$ cat src/rtl/core/tss_pkg.sv
// Shared constants, codes and helper functions for the track selection unit.
package tss_pkg;

    localparam int unsigned TRACK_W          = 16;
    localparam int unsigned KIND_W           = 4;
    localparam int unsigned PIDX_IN_W        = 3;
    localparam int unsigned CFG_IDX_W        = 3;
    localparam int unsigned CFG_DATA_W       = 16;
    localparam int unsigned PRESET_COUNT_DEF = 6;
    localparam int unsigned RETRY_LIMIT_DEF  = 16;

    localparam logic [TRACK_W-1:0] NO_TRACK   = 16'hFFFF;
    localparam logic [TRACK_W-1:0] SPAN_EXTRA = 16'd500;

    localparam logic [KIND_W-1:0] KIND_FWD      = 4'd0;
    localparam logic [KIND_W-1:0] KIND_BACK     = 4'd1;
    localparam logic [KIND_W-1:0] KIND_NOSIGN   = 4'd2;
    localparam logic [KIND_W-1:0] KIND_FOLDER   = 4'd3;
    localparam logic [KIND_W-1:0] KIND_PRESET   = 4'd4;
    localparam logic [KIND_W-1:0] KIND_SHUFFLE  = 4'd5;
    localparam logic [KIND_W-1:0] KIND_OPENED   = 4'd6;
    localparam logic [KIND_W-1:0] KIND_SHUTDOWN = 4'd7;
    localparam logic [KIND_W-1:0] KIND_RESEED   = 4'd8;

    typedef enum logic [4:0] {
        ST_IDLE  = 5'b00001,
        ST_SEED  = 5'b00010,
        ST_DIV   = 5'b00100,
        ST_CHECK = 5'b01000,
        ST_DONE  = 5'b10000
    } t_state;

    function automatic logic [TRACK_W-1:0] seed_advance(input logic [TRACK_W-1:0] s);
        logic [TRACK_W-1:0] x;
        x = s;
        x = x ^ (x << 7);
        x = x ^ (x >> 9);
        x = x ^ (x << 8);
        return x;
    endfunction

    function automatic logic [TRACK_W-1:0] skip_wrap(input logic [TRACK_W-1:0] t);
        return (t == NO_TRACK) ? '0 : t;
    endfunction

endpackage

$ cat src/rtl/core/tss_in_if.sv
// Event channel: valid/ready handshake with the event word.
interface tss_in_if;
    import tss_pkg::*;

    logic                   valid;
    logic                   ready;
    logic [KIND_W-1:0]      kind;
    logic [TRACK_W-1:0]     folder_first;
    logic [TRACK_W-1:0]     folder_last;
    logic [PIDX_IN_W-1:0]   preset_index;
    logic [TRACK_W-1:0]     value;

    modport source (output valid, kind, folder_first, folder_last, preset_index, value,
                    input ready);
    modport sink   (input valid, kind, folder_first, folder_last, preset_index, value,
                    output ready);
endinterface

$ cat src/rtl/core/tss_out_if.sv
// Result channel: valid/ready handshake with the result word.
interface tss_out_if;
    import tss_pkg::*;

    logic                   valid;
    logic                   ready;
    logic [TRACK_W-1:0]     next_track;
    logic                   stop_playback;
    logic                   shuffle_on;
    logic [TRACK_W-1:0]     current_track;

    modport source (output valid, next_track, stop_playback, shuffle_on, current_track,
                    input ready);
    modport sink   (input valid, next_track, stop_playback, shuffle_on, current_track,
                    output ready);
endinterface

$ cat src/rtl/core/tss_mod_unit.sv
// Bit-serial restoring modulo unit: one quotient bit per cycle.
module tss_mod_unit
    import tss_pkg::*;
(
    input  logic               i_clk,
    input  logic               i_rst_n,
    input  logic               i_start,
    input  logic [TRACK_W-1:0] i_dividend,
    input  logic [TRACK_W-1:0] i_divisor,
    output logic               o_done,
    output logic [TRACK_W-1:0] o_rem
);

    localparam int unsigned CNT_W = $clog2(TRACK_W);

    logic               r_busy, n_busy;
    logic               r_done, n_done;
    logic [CNT_W-1:0]   r_cnt, n_cnt;
    logic [TRACK_W-1:0] r_dvd, n_dvd;
    logic [TRACK_W-1:0] r_dsr, n_dsr;
    logic [TRACK_W-1:0] r_rem, n_rem;
    logic [TRACK_W:0]   trial;

    assign trial = {r_rem, r_dvd[TRACK_W-1]};

    always_comb begin
        n_busy = r_busy;
        n_done = 1'b0;
        n_cnt  = r_cnt;
        n_dvd  = r_dvd;
        n_dsr  = r_dsr;
        n_rem  = r_rem;
        if (i_start) begin
            n_busy = 1'b1;
            n_cnt  = '0;
            n_dvd  = i_dividend;
            n_dsr  = i_divisor;
            n_rem  = '0;
        end else if (r_busy) begin
            n_dvd = r_dvd << 1;
            if (trial >= {1'b0, r_dsr}) begin
                n_rem = TRACK_W'(trial - {1'b0, r_dsr});
            end else begin
                n_rem = trial[TRACK_W-1:0];
            end
            n_cnt = r_cnt + 1'b1;
            if (r_cnt == CNT_W'(TRACK_W - 1)) begin
                n_busy = 1'b0;
                n_done = 1'b1;
            end
        end
    end

    always_ff @(posedge i_clk) begin
        if (!i_rst_n) begin
            r_busy <= 1'b0;
            r_done <= 1'b0;
            r_cnt  <= '0;
        end else begin
            r_busy <= n_busy;
            r_done <= n_done;
            r_cnt  <= n_cnt;
        end
        r_dvd <= n_dvd;
        r_dsr <= n_dsr;
        r_rem <= n_rem;
    end

    assign o_done = r_done;
    assign o_rem  = r_rem;

endmodule

$ cat src/rtl/core/track_select_shuffle.sv
// Track selection unit: skip, folder, preset and shuffle event handling.
// One event word is taken at a time. Events other than a shuffled forward skip with
// nothing pending go from accept straight to the done state. A shuffled forward skip
// draws a track with a bit-serial modulo unit: each draw is a seed step, a pass through
// the modulo unit and a compare (a zero span skips the modulo unit), and a draw is
// repeated while it hits the playing track, up to RETRY_LIMIT extra draws. The result
// sits in an output register, so the next event is taken while a result still waits
// on the sink.
module track_select_shuffle
    import tss_pkg::*;
#(
    parameter int unsigned PRESET_COUNT = PRESET_COUNT_DEF,
    parameter int unsigned RETRY_LIMIT  = RETRY_LIMIT_DEF
) (
    input  logic                  i_clk,
    input  logic                  i_rst_n,
    tss_in_if.sink                i_evt,
    tss_out_if.source             o_res,
    input  logic                  i_cfg_we,
    input  logic [CFG_IDX_W-1:0]  i_cfg_idx,
    input  logic [CFG_DATA_W-1:0] i_cfg_data
);

    localparam int unsigned PIDX_W = (PRESET_COUNT > 1) ? $clog2(PRESET_COUNT) : 1;
    localparam int unsigned TRY_W  = $clog2(RETRY_LIMIT + 1);

    t_state             r_state, n_state;
    logic [TRACK_W-1:0] r_seed, n_seed;
    logic [TRACK_W-1:0] r_play, n_play;
    logic [TRACK_W-1:0] r_pend, n_pend;
    logic               r_shuf, n_shuf;
    logic               r_stop, n_stop;
    logic [TRACK_W-1:0] r_first, n_first;
    logic [TRACK_W-1:0] r_span, n_span;
    logic [TRACK_W-1:0] r_pick, n_pick;
    logic [TRY_W-1:0]   r_tries, n_tries;
    logic               r_oval, n_oval;
    logic [TRACK_W-1:0] r_o_next, n_o_next;
    logic               r_o_stop, n_o_stop;
    logic               r_o_shuf, n_o_shuf;
    logic [TRACK_W-1:0] r_o_cur, n_o_cur;
    logic [TRACK_W-1:0] r_preset [PRESET_COUNT];

    logic               accept;
    logic [TRACK_W-1:0] top;
    logic [TRACK_W-1:0] span_in;
    logic [TRACK_W-1:0] base;
    logic [TRACK_W-1:0] step_trk;
    logic [TRACK_W-1:0] seed_next;
    logic               div_start;
    logic               div_done;
    logic [TRACK_W-1:0] div_rem;
    logic               pidx_ok;
    logic               cfg_ok;

    assign i_evt.ready = (r_state == ST_IDLE);
    assign accept      = i_evt.valid && i_evt.ready;

    assign top       = i_evt.folder_last + SPAN_EXTRA;
    assign span_in   = (top >= i_evt.folder_first) ? (top - i_evt.folder_first)
                                                   : (i_evt.folder_first - top);
    assign base      = (r_pend == NO_TRACK) ? r_play : r_pend;
    assign seed_next = seed_advance(r_seed);
    assign pidx_ok   = {1'b0, i_evt.preset_index} < (PIDX_IN_W + 1)'(PRESET_COUNT);
    assign cfg_ok    = {1'b0, i_cfg_idx} < (CFG_IDX_W + 1)'(PRESET_COUNT);

    always_comb begin
        case (i_evt.kind)
            KIND_FWD:  step_trk = base + 1'b1;
            KIND_BACK: step_trk = base - 1'b1;
            default:   step_trk = base;
        endcase
    end

    tss_mod_unit u_mod (
        .i_clk      (i_clk),
        .i_rst_n    (i_rst_n),
        .i_start    (div_start),
        .i_dividend (seed_next),
        .i_divisor  (r_span),
        .o_done     (div_done),
        .o_rem      (div_rem)
    );

    always_comb begin
        n_state   = r_state;
        n_seed    = r_seed;
        n_play    = r_play;
        n_pend    = r_pend;
        n_shuf    = r_shuf;
        n_stop    = r_stop;
        n_first   = r_first;
        n_span    = r_span;
        n_pick    = r_pick;
        n_tries   = r_tries;
        n_oval    = r_oval;
        n_o_next  = r_o_next;
        n_o_stop  = r_o_stop;
        n_o_shuf  = r_o_shuf;
        n_o_cur   = r_o_cur;
        div_start = 1'b0;

        if (r_oval && o_res.ready) begin
            n_oval = 1'b0;
        end

        case (r_state)
            ST_IDLE: begin
                if (accept) begin
                    n_state = ST_DONE;
                    n_stop  = 1'b0;
                    case (i_evt.kind)
                        KIND_FWD, KIND_BACK, KIND_NOSIGN: begin
                            n_stop = 1'b1;
                            if (r_shuf) begin
                                if (i_evt.kind == KIND_FWD) begin
                                    if (r_pend == NO_TRACK) begin
                                        n_first = i_evt.folder_first;
                                        n_span  = span_in;
                                        n_tries = '0;
                                        n_state = ST_SEED;
                                    end
                                end else begin
                                    n_pend = skip_wrap(r_play);
                                end
                            end else begin
                                n_pend = skip_wrap(step_trk);
                            end
                        end
                        KIND_FOLDER: begin
                            if (r_pend == NO_TRACK) begin
                                n_pend = i_evt.folder_last;
                                n_stop = 1'b1;
                            end
                        end
                        KIND_PRESET: begin
                            if (pidx_ok && (r_pend == NO_TRACK)) begin
                                n_pend = r_preset[i_evt.preset_index[PIDX_W-1:0]];
                                n_stop = 1'b1;
                            end
                        end
                        KIND_SHUFFLE: begin
                            n_shuf = !r_shuf;
                        end
                        KIND_OPENED: begin
                            n_play = i_evt.value;
                            n_pend = NO_TRACK;
                        end
                        KIND_SHUTDOWN: begin
                            n_pend = r_play;
                        end
                        KIND_RESEED: begin
                            n_seed = (i_evt.value == '0) ? TRACK_W'(1) : i_evt.value;
                        end
                        default: begin
                        end
                    endcase
                end
            end
            ST_SEED: begin
                n_seed = seed_next;
                if (r_span == '0) begin
                    n_pick  = r_first;
                    n_state = ST_CHECK;
                end else begin
                    div_start = 1'b1;
                    n_state   = ST_DIV;
                end
            end
            ST_DIV: begin
                if (div_done) begin
                    n_pick  = div_rem + r_first;
                    n_state = ST_CHECK;
                end
            end
            ST_CHECK: begin
                if ((r_pick == r_play) && (r_tries < TRY_W'(RETRY_LIMIT))) begin
                    n_tries = r_tries + 1'b1;
                    n_state = ST_SEED;
                end else begin
                    n_pend  = skip_wrap(r_pick);
                    n_state = ST_DONE;
                end
            end
            ST_DONE: begin
                if (!r_oval || o_res.ready) begin
                    n_oval   = 1'b1;
                    n_o_next = r_pend;
                    n_o_stop = r_stop;
                    n_o_shuf = r_shuf;
                    n_o_cur  = r_play;
                    n_state  = ST_IDLE;
                end
            end
            default: begin
                n_state = ST_IDLE;
            end
        endcase
    end

    always_ff @(posedge i_clk) begin
        if (!i_rst_n) begin
            r_state <= ST_IDLE;
            r_seed  <= TRACK_W'(1);
            r_play  <= NO_TRACK;
            r_pend  <= NO_TRACK;
            r_shuf  <= 1'b0;
            r_stop  <= 1'b0;
            r_tries <= '0;
            r_oval  <= 1'b0;
        end else begin
            r_state <= n_state;
            r_seed  <= n_seed;
            r_play  <= n_play;
            r_pend  <= n_pend;
            r_shuf  <= n_shuf;
            r_stop  <= n_stop;
            r_tries <= n_tries;
            r_oval  <= n_oval;
        end
        r_first  <= n_first;
        r_span   <= n_span;
        r_pick   <= n_pick;
        r_o_next <= n_o_next;
        r_o_stop <= n_o_stop;
        r_o_shuf <= n_o_shuf;
        r_o_cur  <= n_o_cur;
    end

    always_ff @(posedge i_clk) begin
        if (!i_rst_n) begin
            for (int i = 0; i < PRESET_COUNT; i++) begin
                r_preset[i] <= '0;
            end
        end else if (i_cfg_we && cfg_ok) begin
            r_preset[i_cfg_idx[PIDX_W-1:0]] <= i_cfg_data[TRACK_W-1:0];
        end
    end

    assign o_res.valid         = r_oval;
    assign o_res.next_track    = r_o_next;
    assign o_res.stop_playback = r_o_stop;
    assign o_res.shuffle_on    = r_o_shuf;
    assign o_res.current_track = r_o_cur;

endmodule

$ cat src/flat_wrapper.sv
// flat-port wrapper written by rule: the top's interface ports become plain ports
module track_select_shuffle_flat import tss_pkg::*;
#(
    parameter int unsigned PRESET_COUNT = PRESET_COUNT_DEF,
    parameter int unsigned RETRY_LIMIT  = RETRY_LIMIT_DEF
)
  (i_clk, i_rst_n, i_cfg_we, i_cfg_idx, i_cfg_data, i_evt_valid, i_evt_kind, i_evt_folder_first, i_evt_folder_last, i_evt_preset_index, i_evt_value, i_evt_ready, o_res_valid, o_res_next_track, o_res_stop_playback, o_res_shuffle_on, o_res_current_track, o_res_ready);
  tss_in_if i_evt_i ();
  tss_out_if o_res_i ();
  input  logic i_clk;
  input  logic i_rst_n;
  input  logic i_cfg_we;
  input  logic [CFG_IDX_W-1:0] i_cfg_idx;
  input  logic [CFG_DATA_W-1:0] i_cfg_data;
  input wire logic [$bits(i_evt_i.valid)-1:0] i_evt_valid;
  input wire logic [$bits(i_evt_i.kind)-1:0] i_evt_kind;
  input wire logic [$bits(i_evt_i.folder_first)-1:0] i_evt_folder_first;
  input wire logic [$bits(i_evt_i.folder_last)-1:0] i_evt_folder_last;
  input wire logic [$bits(i_evt_i.preset_index)-1:0] i_evt_preset_index;
  input wire logic [$bits(i_evt_i.value)-1:0] i_evt_value;
  output wire logic [$bits(i_evt_i.ready)-1:0] i_evt_ready;
  output wire logic [$bits(o_res_i.valid)-1:0] o_res_valid;
  output wire logic [$bits(o_res_i.next_track)-1:0] o_res_next_track;
  output wire logic [$bits(o_res_i.stop_playback)-1:0] o_res_stop_playback;
  output wire logic [$bits(o_res_i.shuffle_on)-1:0] o_res_shuffle_on;
  output wire logic [$bits(o_res_i.current_track)-1:0] o_res_current_track;
  input wire logic [$bits(o_res_i.ready)-1:0] o_res_ready;
  assign i_evt_i.valid = i_evt_valid;
  assign i_evt_i.kind = i_evt_kind;
  assign i_evt_i.folder_first = i_evt_folder_first;
  assign i_evt_i.folder_last = i_evt_folder_last;
  assign i_evt_i.preset_index = i_evt_preset_index;
  assign i_evt_i.value = i_evt_value;
  assign i_evt_ready = i_evt_i.ready;
  assign o_res_valid = o_res_i.valid;
  assign o_res_next_track = o_res_i.next_track;
  assign o_res_stop_playback = o_res_i.stop_playback;
  assign o_res_shuffle_on = o_res_i.shuffle_on;
  assign o_res_current_track = o_res_i.current_track;
  assign o_res_i.ready = o_res_ready;
  track_select_shuffle #(.PRESET_COUNT(PRESET_COUNT), .RETRY_LIMIT(RETRY_LIMIT)) u_core (.i_clk(i_clk), .i_rst_n(i_rst_n), .i_evt(i_evt_i), .o_res(o_res_i), .i_cfg_we(i_cfg_we), .i_cfg_idx(i_cfg_idx), .i_cfg_data(i_cfg_data));
endmodule
$ cat config.mk
export PLATFORM = sky130hd
export DESIGN_NAME = track_select_shuffle_flat
export DESIGN_NICKNAME = d
export VERILOG_FILES = /design/src/rtl/core/tss_pkg.sv /design/src/rtl/core/tss_in_if.sv /design/src/rtl/core/tss_out_if.sv /design/src/rtl/core/tss_mod_unit.sv /design/src/rtl/core/track_select_shuffle.sv /design/src/flat_wrapper.sv
export SDC_FILE = /design/constraint.sdc
export NUM_CORES = 1
export LEC_CHECK = 0
export BUFFER_PORTS_ARGS = -buffer_cell sky130_fd_sc_hd__buf_2
export CAP_MARGIN = 20
export CORE_UTILIZATION = 40
export CTS_BUF_LIST = sky130_fd_sc_hd__clkbuf_16
export DETAILED_ROUTE_END_ITERATION = 8
export MAX_ROUTING_LAYER = met4
export PLACE_DENSITY = 0.56
export SLEW_MARGIN = 30
export SYNTH_ARGS = -nofsm -noshare
export SYNTH_HDL_FRONTEND = slang
export SYNTH_HIERARCHICAL = 1
export SYNTH_SLANG_ARGS = --single-unit
$ cat constraint.sdc
create_clock -name i_clk -period 13.75 [get_ports i_clk]
set_input_delay 1.375 -clock i_clk [delete_from_list [all_inputs] [get_ports i_clk]]
set_output_delay 1.375 -clock i_clk [all_outputs]
set_load 0.005 [all_outputs]
Yosys cells after proc, flatten, opt, wreduce, memory -nomap -nowiden
Memory sizes are Yosys's and may differ from the RTL's.
Cells that the tools add are included.
- bits in registers: 197
- bits in writable memories: 96
- output and inout port bits: 36
- memories kept: 1
- $add $sub $neg: 9
- magnitude comparators: 5
- equality and inequality tests: 34
- mux-type cells: 60
- bitwise operators: 5
- reduce and logical (&&, ||, !) cells: 29
- memory list (name ; words ; width ; rd ports ; clocked after memory_dff ; wr ports ; line ; source):
    u_core.r_preset ; 6 ; 16 ; 1 ; 0 ; 6 ; track_select_shuffle.sv:42 ; logic [TRACK_W-1:0] r_preset [PRESET_COUNT];
- operator list (kind ; number):
    $mux W16 ; 20
    $pmux W16 S2 ; 4
    $pmux W16 S5 ; 1
    $mux W5 ; 14
    $eq A16 B16 Y1 const B ; 4
    $sub A16 B16 Y16 ; 3
    $logic_not A16 Y1 ; 2
    $xor A16 B16 Y16 ; 2
    $pmux W5 S5 ; 1
    $ge A17 B16 Y1 ; 1
    $add A16 B1 Y16 const B ; 1
    $add A16 B16 Y16 ; 1
    $add A16 B9 Y16 const B ; 1
    $eq A16 B16 Y1 ; 1
    $eq A4 B3 Y1 const B ; 4
    $ge A16 B16 Y1 ; 1
    $mux W1 ; 16
    $ne A2 B2 Y1 const B ; 8
    $reduce_or A16 Y1 ; 1
    $sub A16 B1 Y16 const B ; 1
    $xor A16 B7 Y16 ; 1
    $reduce_and A3 Y1 ; 5
    $reduce_and A7 Y1 ; 2
    $pmux W5 S2 ; 1
    other kinds (29) ; 46

Longest topological paths before layout
Gate-level depths: netlist of the first run.
- word-level depth: 10
- gate-level depth with buffers: 18
- gate-level depth less buffers: 15

Cells and area by module
Netlist of the first run, hierarchy kept.
- modules (own cells, without submodules) (module ; times used ; cells an instance ; area each (um2) ; sequential area each (um2)):
    track_select_shuffle ; 1 ; 1444 ; 15269.6 ; 7527.2
    tss_mod_unit ; 1 ; 327 ; 3210.6 ; 1401.3

Least setup slack after synthesis of the first run
OpenSTA, ideal clock, no wires.
- path kind: input to register
- start point: in i_evt_kind[3]
- end point: reg u_core.r_pend[10]
- setup time: 130 ps
- data arrival time: 5400 ps
- data required time: 13620 ps
- slack: 8220 ps
- cell stages on the path: 17
- path buffers: 3
- cells stage by stage: clkbuf_1 nor3_1 clkbuf_1 and2_1 inv_1 fa_1 nor2b_1 o31a_1 o21a_1 nor3_1 o31ai_1 nand4_1 nor4_2 a41oi_2 buf_6 a221oi_2 o31ai_1
- word-level cells in the longest chain between the ends: 8
- RTL lines (element ; line ; source):
    from (decl) ; flat_wrapper.sv:16 ; input wire logic [$bits(i_evt_i.kind)-1:0] i_evt_kind;
    $eq A4 B1 Y1 / $logic_not A4 Y1 (equally long branches) ; track_select_shuffle.sv:68, track_select_shuffle.sv:112, track_select_shuffle.sv:116 ;
    $pmux W16 S2 ; track_select_shuffle.sv:68 ; case (i_evt.kind)
    $eq A16 B16 Y1 ; tss_pkg.sv:43 ; return (t == NO_TRACK) ? '0 : t;
    $mux W16 ; tss_pkg.sv:43 ;
    $mux W16 ; track_select_shuffle.sv:115 ; if (r_shuf) begin
    $pmux W16 S5 ; track_select_shuffle.sv:112 ; case (i_evt.kind)
    $mux W16 ; track_select_shuffle.sv:109 ; if (accept) begin
    $pmux W16 S2 ; track_select_shuffle.sv:107 ; case (r_state)
    to (signal assigned) ; track_select_shuffle.sv:215 ; r_pend <= n_pend;
    to (decl) ; track_select_shuffle.sv:30 ; logic [TRACK_W-1:0] r_pend, n_pend;
Parallel ways exist; a longest one is shown, timed or not. The select of a mux whose other input is x is not followed.
A chain may end at the register's enable or synchronous reset.

Final worst setup path of the first run
- start point: reg u_core.r_pend[10]
- end point: reg u_core.r_pend[4]
- word-level cells in the longest chain between the ends: 10
- RTL lines (element ; line ; source):
    $eq A16 B16 Y1 ; track_select_shuffle.sv:62, track_select_shuffle.sv:131, track_select_shuffle.sv:137 ;
    $mux W16 ; track_select_shuffle.sv:62 ; assign base = (r_pend == NO_TRACK) ? r_play : r_pend;
    $sub A16 B1 Y16 / $add A16 B1 Y16 (equally long branches) ; track_select_shuffle.sv:70, track_select_shuffle.sv:69 ;
    $pmux W16 S2 ; track_select_shuffle.sv:68 ;
    $eq A16 B16 Y1 ; tss_pkg.sv:43 ;
    $mux W16 ; tss_pkg.sv:43 ;
    $mux W16 ; track_select_shuffle.sv:115 ;
    $pmux W16 S5 ; track_select_shuffle.sv:112 ;
    $mux W16 ; track_select_shuffle.sv:109 ;
    $pmux W16 S2 ; track_select_shuffle.sv:107 ;
Parallel ways exist; a longest one is shown, timed or not. The select of a mux whose other input is x is not followed.

==> impl_metrics.toml, run 1 <==
[detailed_routing]
ant_nets = 0
drc_errors = 0
finalWirelength_mm = 53.1
initialDrtViolationCount = 865
wl_per_cell_microns = 21.1
dr_total_vias = 14200
dr.pass1.iters = 5
viasPerCell = 5.64

[critical_path]
cp_slowest_cell = "or4_1"
worst_setup_path_start_kind = "flop"
crit_type = "reg -> reg"
critical_path.max_fanout = 16
crit_path_cell_trace = "nand4_1 -> or4_1 -> o21ai_0 -> inv_1 -> ha_1 -> and3_1 -> nand3_1 -> o211a_1 -> o31ai_1 -> mux2i_1 -> o21ai_0 -> nor4_2 -> a41oi_4 -> a221oi_1 -> o31ai_1"
required_ns = 14.19
critPathArrivalTime_ns = 5.75
critical_path.max_stage_delay_ns = 0.90
endpoint_kind = "flop"

[finish]
nets = 2043
final_cell_mix = "edfxtp_1 (242), nor2_1 (167), nand2_1 (151)"
final_common_cell = "edfxtp_1"
fin_cells = 2520
stdcell_area_sq_um = 20900
multi_input_area_sq_um = 8990
area_growth_pct = 13.3
fillCellCount = 4353
drive_gt1_share_pct = 14.3
final_core_util_pct = 46.1
seqCellArea_sq_um = 8930

[timing]
hold_viol_final = 0
skew_ns = 0.0252
slew_headroom_pct = 36.2
slew_violations = 0
rsz0062_at_grt = "no"
min_period_ns = 5.31
setup_violations = 0
fin_crit_sh_pct = 38.6
fmax_mhz = 188
worstMarginPinSlew_ns = 0.954
tns_ns = 0

[floorplanning]
die_h_microns = 217
num_rows = 78
core-area_sq_um = 45500
start_util_pct = 40.6
fp.dieW_microns = 217
fp.dieArea_sq_um = 47100
pin_count = 115

[synthesis]
async_flop_share_pct = 0
synth_ff_type = "edfxtp_1"
syn_area_per_cell_sq_um = 10.4
syn_area_sq_um = 18500
ys_seq_area_share_pct = 48.3
ys_ff_latch = 325
ys_warn_count = 6
synth_edf_count = 242
yosys.cell_types.count = 77
synthCells = 1771

[hold_path]
hold_class = "reg -> reg"

[grt]
grt-ovfl-total = 0
grt_pass1_wl_mm = 82.0
grt_usage_pct = 23.3
grt_max_degree = 57
antenna_found_initial = 12
grt_pass1_vias = 13900

[placed_design]
placed_cell_area_sq_um = 19700
dp_hpwl_mm = 38.6
dp_cells = 2439
port_buffers = 114
place_congestion = 0.905

[clock_network]
insertion_delay_ns = 0.56
htree_levels = 2
cts_buffers = 39
cts_resized = 0
postCtsHoldBufs = 0
cts.sinks = 325
cts_setup_buffers = 0
tritoncts = "yes"
cts-root-buf = "clkbuf_16"
cts_buffer_depth = 3
clk_pin_slew_ns = 0.06

[job]
maxCapViolations = 0

[pwr]
peakVddDrop_mv = 0.0916
p_leak_nw = 8.26
power.density_nw_per_um2 = 127

[status]
status = "finished, final reports clean"
==> power by group <==
group	leakage, nW	switching (W)	internal, W
sequential	2.90	0.0000359	0.00110
clock	0.626	0.000415	0.000546
combinational	4.73	0.000335	0.000219
==> registers in the layout, summed over array words and instances, names as in the netlist <==
register	count
u_core/o_res.current_track	16
u_core/o_res.next_track	16
u_core/o_res.shuffle_on	1
u_core/o_res.stop_playback	1
u_core/o_res.valid	1
u_core/r_first	16
u_core/r_pend	16
u_core/r_pick	16
u_core/r_play	16
u_core/r_preset	128
u_core/r_seed	16
u_core/r_shuf	1
u_core/r_span	16
u_core/r_state	5
u_core/r_stop	1
u_core/r_tries	5
u_core/u_mod/o_done	1
u_core/u_mod/o_rem	16
u_core/u_mod/r_busy	1
u_core/u_mod/r_cnt	4
u_core/u_mod/r_dsr	16
u_core/u_mod/r_dvd	16
==> final timing paths <==
kind                            cells past startpoint                     end               from  slack, ns
worst min-delay path                                0  u_core/u_mod/r_dsr[11]  u_core/r_span[11]       0.44
worst min register to register                      0  u_core/u_mod/r_dsr[11]  u_core/r_span[11]       0.44
worst max-delay path                               15        u_core/r_pend[4]  u_core/r_pend[10]       8.44
worst max register to register                     15        u_core/r_pend[4]  u_core/r_pend[10]       8.44
==> cell usage after synthesis (all sizes together) (17+ instances only) <==
library cell  instances  share of area, %
mux2                 20               1.2
dfxtp                83               9.0
nand2               152               3.1
nor2                170               3.5
edfxtp              242                39
a211oi               23              0.96
nand2b               17              0.58
o31ai                23              0.93
a311oi               18              0.89
a21o                 42               1.7
o21a                 19              0.77
o21ai                80               2.2
a21oi               122               3.3
inv                  94               1.9
nand4                31               1.1
nor3                 24              0.65
xnor2                39               1.8
xor2                 57               2.7
mux4                 32               3.9
buf                  20              0.53
mux2i                38               2.1
ha                   79               5.3
clkbuf               74               1.5
nor4                 17              0.69
nand3                57               1.5
==> through the flow <==
| stage | total power (W) | hold slack, ns | setup slack [ns] |
|---|---|---|---|
| final | 0.00265 | 0.439 | 8.44 |
| after global placement | 0.00170 | 0.417 | 7.78 |
| after floorplan | 0.00155 | 0.406 | 8.22 |
| after global routing | 0.00277 | 0.445 | 8.05 |
| after detailed placement | 0.00171 | 0.427 | 7.78 |
| after CTS | 0.00267 | 0.440 | 8.34 |
==> cell families (layout without fill, tap and decap cells) <==
logic type      after synthesis  count (layout)  synth area share, %
compound gates              426             426                 15.5
other cells                   1              43               0.0203
xor+xnor                     96              96                 4.55
fa+ha+maj                    84              84                 5.89
mux                          90              90                 7.18
buf+inv                     190             297                 3.98
simple gates                559             559                 14.5
flops                       325             325                 48.3
==> critical path, delay by kind of cell, from the launching register on <==
family | cells | cell delay (ns)
flops | 1 | 0.53
fa+ha+maj | 1 | 0.28
compound gates | 7 | 2.23
mux | 1 | 0.26
buf+inv | 1 | 0.09
simple gates | 5 | 1.78
==> metal layers <==
metal	track usage (%)	wire, microns
met1	29.3	22800
met2	38.0	25500
met3	4.60	3390
met4	7.07	1410
met5	-	0
==> area by class of cell <==
cell class	instances	share of cell area, %
multi-input cells	1287	42.9
flip-flops and latches	325	42.6
clock buffers	40	4.78
well taps	600	3.58
repair buffers	131	3.39
inverters	96	1.72
clock inverters	30	0.818
diodes	11	0.131
(Power assumes the default switching activity.)
==> run 2, diff against run 1 <==
- ABC_AREA: unset -> 1
- clock period: 13.75 -> 5 ns (I/O delays scaled with it)
==> impl_metrics.toml, run 2 <==
[critical_path]
crit_start = "u_core/r_pend[0]"
regToRegSetupSlack_ns = 0.87
rr_startpoint = "u_core/r_pend[0]"
worstRegToRegCells = 26
crit_end = "u_core/r_pend[1]"
worst_setup_path_start_kind = "flop"
critical_path.max_fanout = 16
critPathArrivalTime_ns = 4.58
reg2reg_to = "u_core/r_pend[1]"
crit_type = "reg -> reg"
required_ns = 5.45
endpoint_kind = "flop"

[synthesis]
ys_warn_count = 6
async_flop_share_pct = 0
syn_area_sq_um = 18900
ys_seq_area_share_pct = 47.3
synth.most_common_cell = "nand2_1"
synth_xor_area_share_pct = 3.66
synth_top_cell_by_area = "edfxtp_1"
synthCells = 2296
yosys.cell_types.count = 62
synth_mux_area_share_pct = 0.166
synthAdderAreaFrac_pct = 5.77
synth_ff_type = "edfxtp_1"
synth_top_family_by_area = "simple AND/OR/NAND/NOR gates"
synthTopCellsByCount = "nand2_1 (549), nor2_1 (281), inv_1 (279)"
synth_compound_area_share_pct = 12.8
synth_top_area_share_pct = 38.5
synth_edf_count = 242
yosys.area_share.simple_pct = 22.9
synth_area_leaders = "edfxtp_1 (38%), nand2_1 (11%), dfxtp_1 (8.8%)"
syn_area_per_cell_sq_um = 8.22
ys_ff_latch = 325

[placed_design]
place_ws_ns = 0.539
port_buffers = 114
place_congestion = 0.913
dp_hpwl_mm = 43.6

[floorplanning]
num_rows = 79
pin_count = 115
core-area_sq_um = 46600
start_util_pct = 40.6
fp.dieArea_sq_um = 48100
fp.dieW_microns = 219
die_h_microns = 219

[clock_network]
clk_pin_slew_ns = 0.06
cts_setup_buffers = 0
cts_buffers = 39
tritoncts = "yes"
cts_buffer_depth = 3
cts-root-buf = "clkbuf_16"
cts_resized = 0
htree_levels = 2
postCtsHoldBufs = 0
insertion_delay_ns = 0.57
cts.sinks = 325

[timing]
fin_crit_sh_pct = 82.6
setup_violations = 0
slew_headroom_pct = 37.8
worstMarginPinSlew_ns = 0.933
tns_ns = 0
whs_ns = 0.198
min_period_ns = 4.13
hold_viol_final = 0
fmax_mhz = 242
worst_slack_ns = 0.870
rsz0062_at_grt = "no"
skew_ns = 0.0193
slew_violations = 0

[status]
status = "finished, final reports clean"

[job]
maxCapViolations = 0

[detailed_routing]
dr.pass1.iters = 5
drc_errors = 0
ant_nets = 0
initialDrtViolationCount = 1288
finalWirelength_mm = 59.3
dr_total_vias = 16300
viasPerCell = 5.31
wl_per_cell_microns = 19.3

[pwr]
finalPower_w = 0.00683
p_leak_nw = 9.34
power.density_nw_per_um2 = 319
peakVddDrop_mv = 0.218

[finish]
area_growth_pct = 13.5
largest_reg_flops = 128
nets = 2603
final_common_cell = "nand2_1"
final_cell_mix = "nand2_1 (549), inv_1 (290), nor2_1 (276)"
largest_register = "u_core/r_preset"
drive_gt1_share_pct = 9.56
fillCellCount = 4708

[hold_path]
hold_class = "in -> reg"
hold_depth = 1
hp-start = "i_evt_folder_first[10]"

[grt]
grt_max_degree = 65
antenna_found_initial = 4
grt_pass1_vias = 15500
grt_usage_pct = 25.4
grt-ovfl-total = 0
grt_pass1_wl_mm = 89.9
[run 2: changes by cell type after synthesis, moves of 20 or more]
cell and delta:
o31ai_1 -22, o221ai_1 +23, nor2_1 +111, nand2_1 +397, mux4_2 -32, mux2i_1 -36, inv_1 +185, a21o_1 -38
a211oi_1 -20, o211ai_1 +20, o21ai_0 +75, nand3_1 +55
[run 2: final cells by class]
type | instances | area, sq um | area share (%)
flip-flops and latches | 325 | 8930 | 41.7
multi-input cells | 1644 | 8700 | 40.6
inverters | 284 | 1070 | 4.98
clock buffers | 39 | 976 | 4.56
repair buffers | 146 | 831 | 3.88
well taps | 607 | 759 | 3.55
clock inverters | 30 | 149 | 0.695
diodes | 4 | 10.0 | 0.0467
[run 2: cells by family after synthesis]
| group | count (synthesis) |
|---|---|
| fa+ha+maj | 84 |
| buf+inv | 358 |
| mux | 3 |
| simple gates | 1034 |
| other cells | 1 |
| xor+xnor | 79 |
| flops | 325 |
| compound gates | 412 |
[run 2: how the worst min path moves through the flow]
| stage | end | slack [ns] |
|---|---|---|
| finish | u_core/r_first[10] | 0.20 |
| global route | u_core/r_first[9] | 0.18 |
| CTS | u_core/r_first[15] | 0.17 |
| detailed placement | u_core/u_mod/r_dsr[1] | 0.44 |
| global placement | u_core/u_mod/r_dsr[9] | 0.44 |
| floorplan | u_core/o_res.shuffle_on | 0.41 |
[run 2: report_power, final]
part	internal [W]	switching (W)
Sequential	0.00302	0.0000657
Clock	0.00142	0.00117
Combinational	0.000377	0.000782
[run 2: metal layers]
layer / vias up / global-route usage (%) / wire length [microns]
li1: 7970 / - / -
met1: 7749 / 33.8 / 26500
met2: 516 / 39.6 / 27400
met3: 108 / 3.92 / 3780
met4: 0 / 8.13 / 1630
met5: - / - / 0
[run 2: through the flow]
step	utilization [%]	cell area, sq um	std cells
CTS	46.0	21400	3075
global route	46.0	21400	3078
finish	46.0	21400	3079
detailed placement	43.6	20300	3006
floorplan	-	19000	2327
global placement	43.5	20300	3005
[run 2: worst max-delay path: stages, from the launching register on]
cell	delay [ns]
dfxtp_1	0.46
nand2_1	0.09
nor2_1	0.22
nand2_1	0.13
nor2_4	0.12
inv_1	0.21
o21ai_0	0.27
inv_1	0.07
ha_1	0.33
a21oi_1	0.21
nand2_1	0.16
nand2_1	0.09
nand2_1	0.10
nand3_1	0.14
nand3_1	0.09
nand3_1	0.11
nand2_1	0.08
nor2_1	0.10
nand3_1	0.08
nor2_1	0.19
nand4_4	0.34
nand2_1	0.14
nand2_1	0.06
nand2_1	0.05
nand2_1	0.05
nand2_1	0.06
nand2_1	0.05
==> run 3, diff against run 2 <==
- PLACE_DENSITY: 0.56 -> 0.58
- clock period: 5 -> 3.6 ns (I/O delays scaled with it)
==> impl_metrics.toml, run 3 (synthesis results as in run 2) <==
[timing]
skew_ns = 0.0245
slew_headroom_pct = 40.8
rsz0062_at_grt = "yes"
fin_crit_sh_pct = 98.4
fmax_mhz = 282
slew_violations = 0
worstMarginPinSlew_ns = 0.886
min_period_ns = 3.54
hold_viol_final = 0
setup_violations = 0

[detailed_routing]
drc_errors = 0
dr.pass1.iters = 5
finalWirelength_mm = 60.7
dr_total_vias = 16900
ant_nets = 0
wl_per_cell_microns = 18.9
viasPerCell = 5.25
initialDrtViolationCount = 1364

[floorplanning]
start_util_pct = 40.6
fp.dieW_microns = 219
num_rows = 79
fp.dieArea_sq_um = 48100
pin_count = 115
die_h_microns = 219
core-area_sq_um = 46600

[placed_design]
placed_cell_area_sq_um = 21200
place_congestion = 0.941
dp_hpwl_mm = 45.0
port_buffers = 114

[finish]
stdcell_area_sq_um = 23000
largest_reg_flops = 128
area_growth_pct = 21.6
nets = 2727
final_common_cell = "nand2_1"
largest_register = "u_core/r_preset"
drive_gt1_share_pct = 17.5
final_cell_mix = "nand2_1 (527), inv_1 (276), nor2_1 (267)"

[clock_network]
tritoncts = "yes"
insertion_delay_ns = 0.59
htree_levels = 2
cts_buffers = 39
cts.sinks = 325
postCtsHoldBufs = 0
clk_pin_slew_ns = 0.06
cts-root-buf = "clkbuf_16"
cts_buffer_depth = 3

[pwr]
power.density_nw_per_um2 = 454
peakVddDrop_mv = 0.467
p_leak_nw = 10.0
finalPower_w = 0.0104

[grt]
grt-ovfl-total = 0
grt_pass1_wl_mm = 90.8
grt_usage_pct = 25.6
antenna_found_initial = 7
grt_pass1_vias = 16100
grt_max_degree = 65

[critical_path]
critPathArrivalTime_ns = 4.02
critical_path.max_stage_delay_ns = 0.35
required_ns = 4.07
endpoint_kind = "flop"
worst_setup_path_start_kind = "flop"
crit_type = "reg -> reg"
critical_path.max_fanout = 8
cpMostUsedCell = "nand2_1"
cp_slowest_cell = "dfxtp_2"

[status]
status = "finished, final reports clean"

[hold_path]
hold_class = "in -> reg"

[job]
maxCapViolations = 0
==> run 3: cell types whose count changed in the layout (fill, tap and decap cells not counted), sizes merged <==
cell and change:
clkinv +1, inv -8, clkinvlp +4, buf +123, diode +4, bufinv +4, clkbuf +2
==> run 3: cell type report <==
cell class / instances / area, sq um
repair buffers: 270 / 1810
clock inverters: 31 / 312
flip-flops and latches: 325 / 8950
inverters: 284 / 1070
clock buffers: 40 / 1000
well taps: 607 / 759
multi-input cells: 1644 / 9040
fillers: 4508 / 23600
diodes: 8 / 20.0
==> run 3: per-stage QoR <==
stage	utilization, %	TNS (ns)	cells	setup WS [ns]	hold WS, ns
floorplan	-	0	2327	0.309	0.406
global placement	45.4	-0.275	3120	-0.149	0.451
detailed placement	45.5	-0.876	3121	-0.188	0.452
CTS	48.3	0	3192	0.0203	0.00624
global route	49.3	-2.42	3208	-0.194	0.0253
finish	49.3	0	3209	0.0569	0.0321
==> run 3: worst paths after layout <==
| path | slack (ns) | cells after the start | endpoint | start |
|---|---|---|---|---|
| worst max-delay path | 0.06 | 26 | u_core/r_pend[8] | u_core/r_pend[2] |
| worst max register to register | 0.06 | 26 | u_core/r_pend[8] | u_core/r_pend[2] |
| worst min register to register | 0.47 | 0 | u_core/u_mod/r_dsr[3] | u_core/r_span[3] |
| worst min-delay path | 0.03 | 1 | u_core/r_first[13] | i_evt_folder_first[13] |
==> run 3: routing by layer <==
| metal | track usage [%] | share of wire [%] | vias up |
|---|---|---|---|
| li1 | - | - | 8227 |
| met1 | 33.1 | 44 | 7960 |
| met2 | 40.3 | 46 | 570 |
| met3 | 5.18 | 7.3 | 101 |
| met4 | 7.94 | 2.6 | 0 |
| met5 | - | 0 | - |
==> run 3: power by group <==
part           leakage [nW]  switching, W  internal, W
Combinational          6.48       0.00128     0.000807
Clock                 0.638       0.00172      0.00234
Sequential             2.90     0.0000655      0.00421
Total                  10.0       0.00306      0.00736
==> run 3: worst max-delay path, delay by kind of cell (launching register included) <==
| kind | cells | cell delay (ns) |
|---|---|---|
| and+or+nand+nor | 18 | 1.62 |
| buffers and inverters | 4 | 0.67 |
| AOI/OAI and AO/OA | 3 | 0.54 |
| DFF | 1 | 0.35 |
| adders and majority gates | 1 | 0.26 |
==> run 3: timing repair <==
item | CTS | global route
gates cloned | 0 | 1
setup buffers | 0 | 8
endpoints found under the setup margin | 16 | 17
pin swaps | 0 | 37
gates resized for setup | 3 | 107
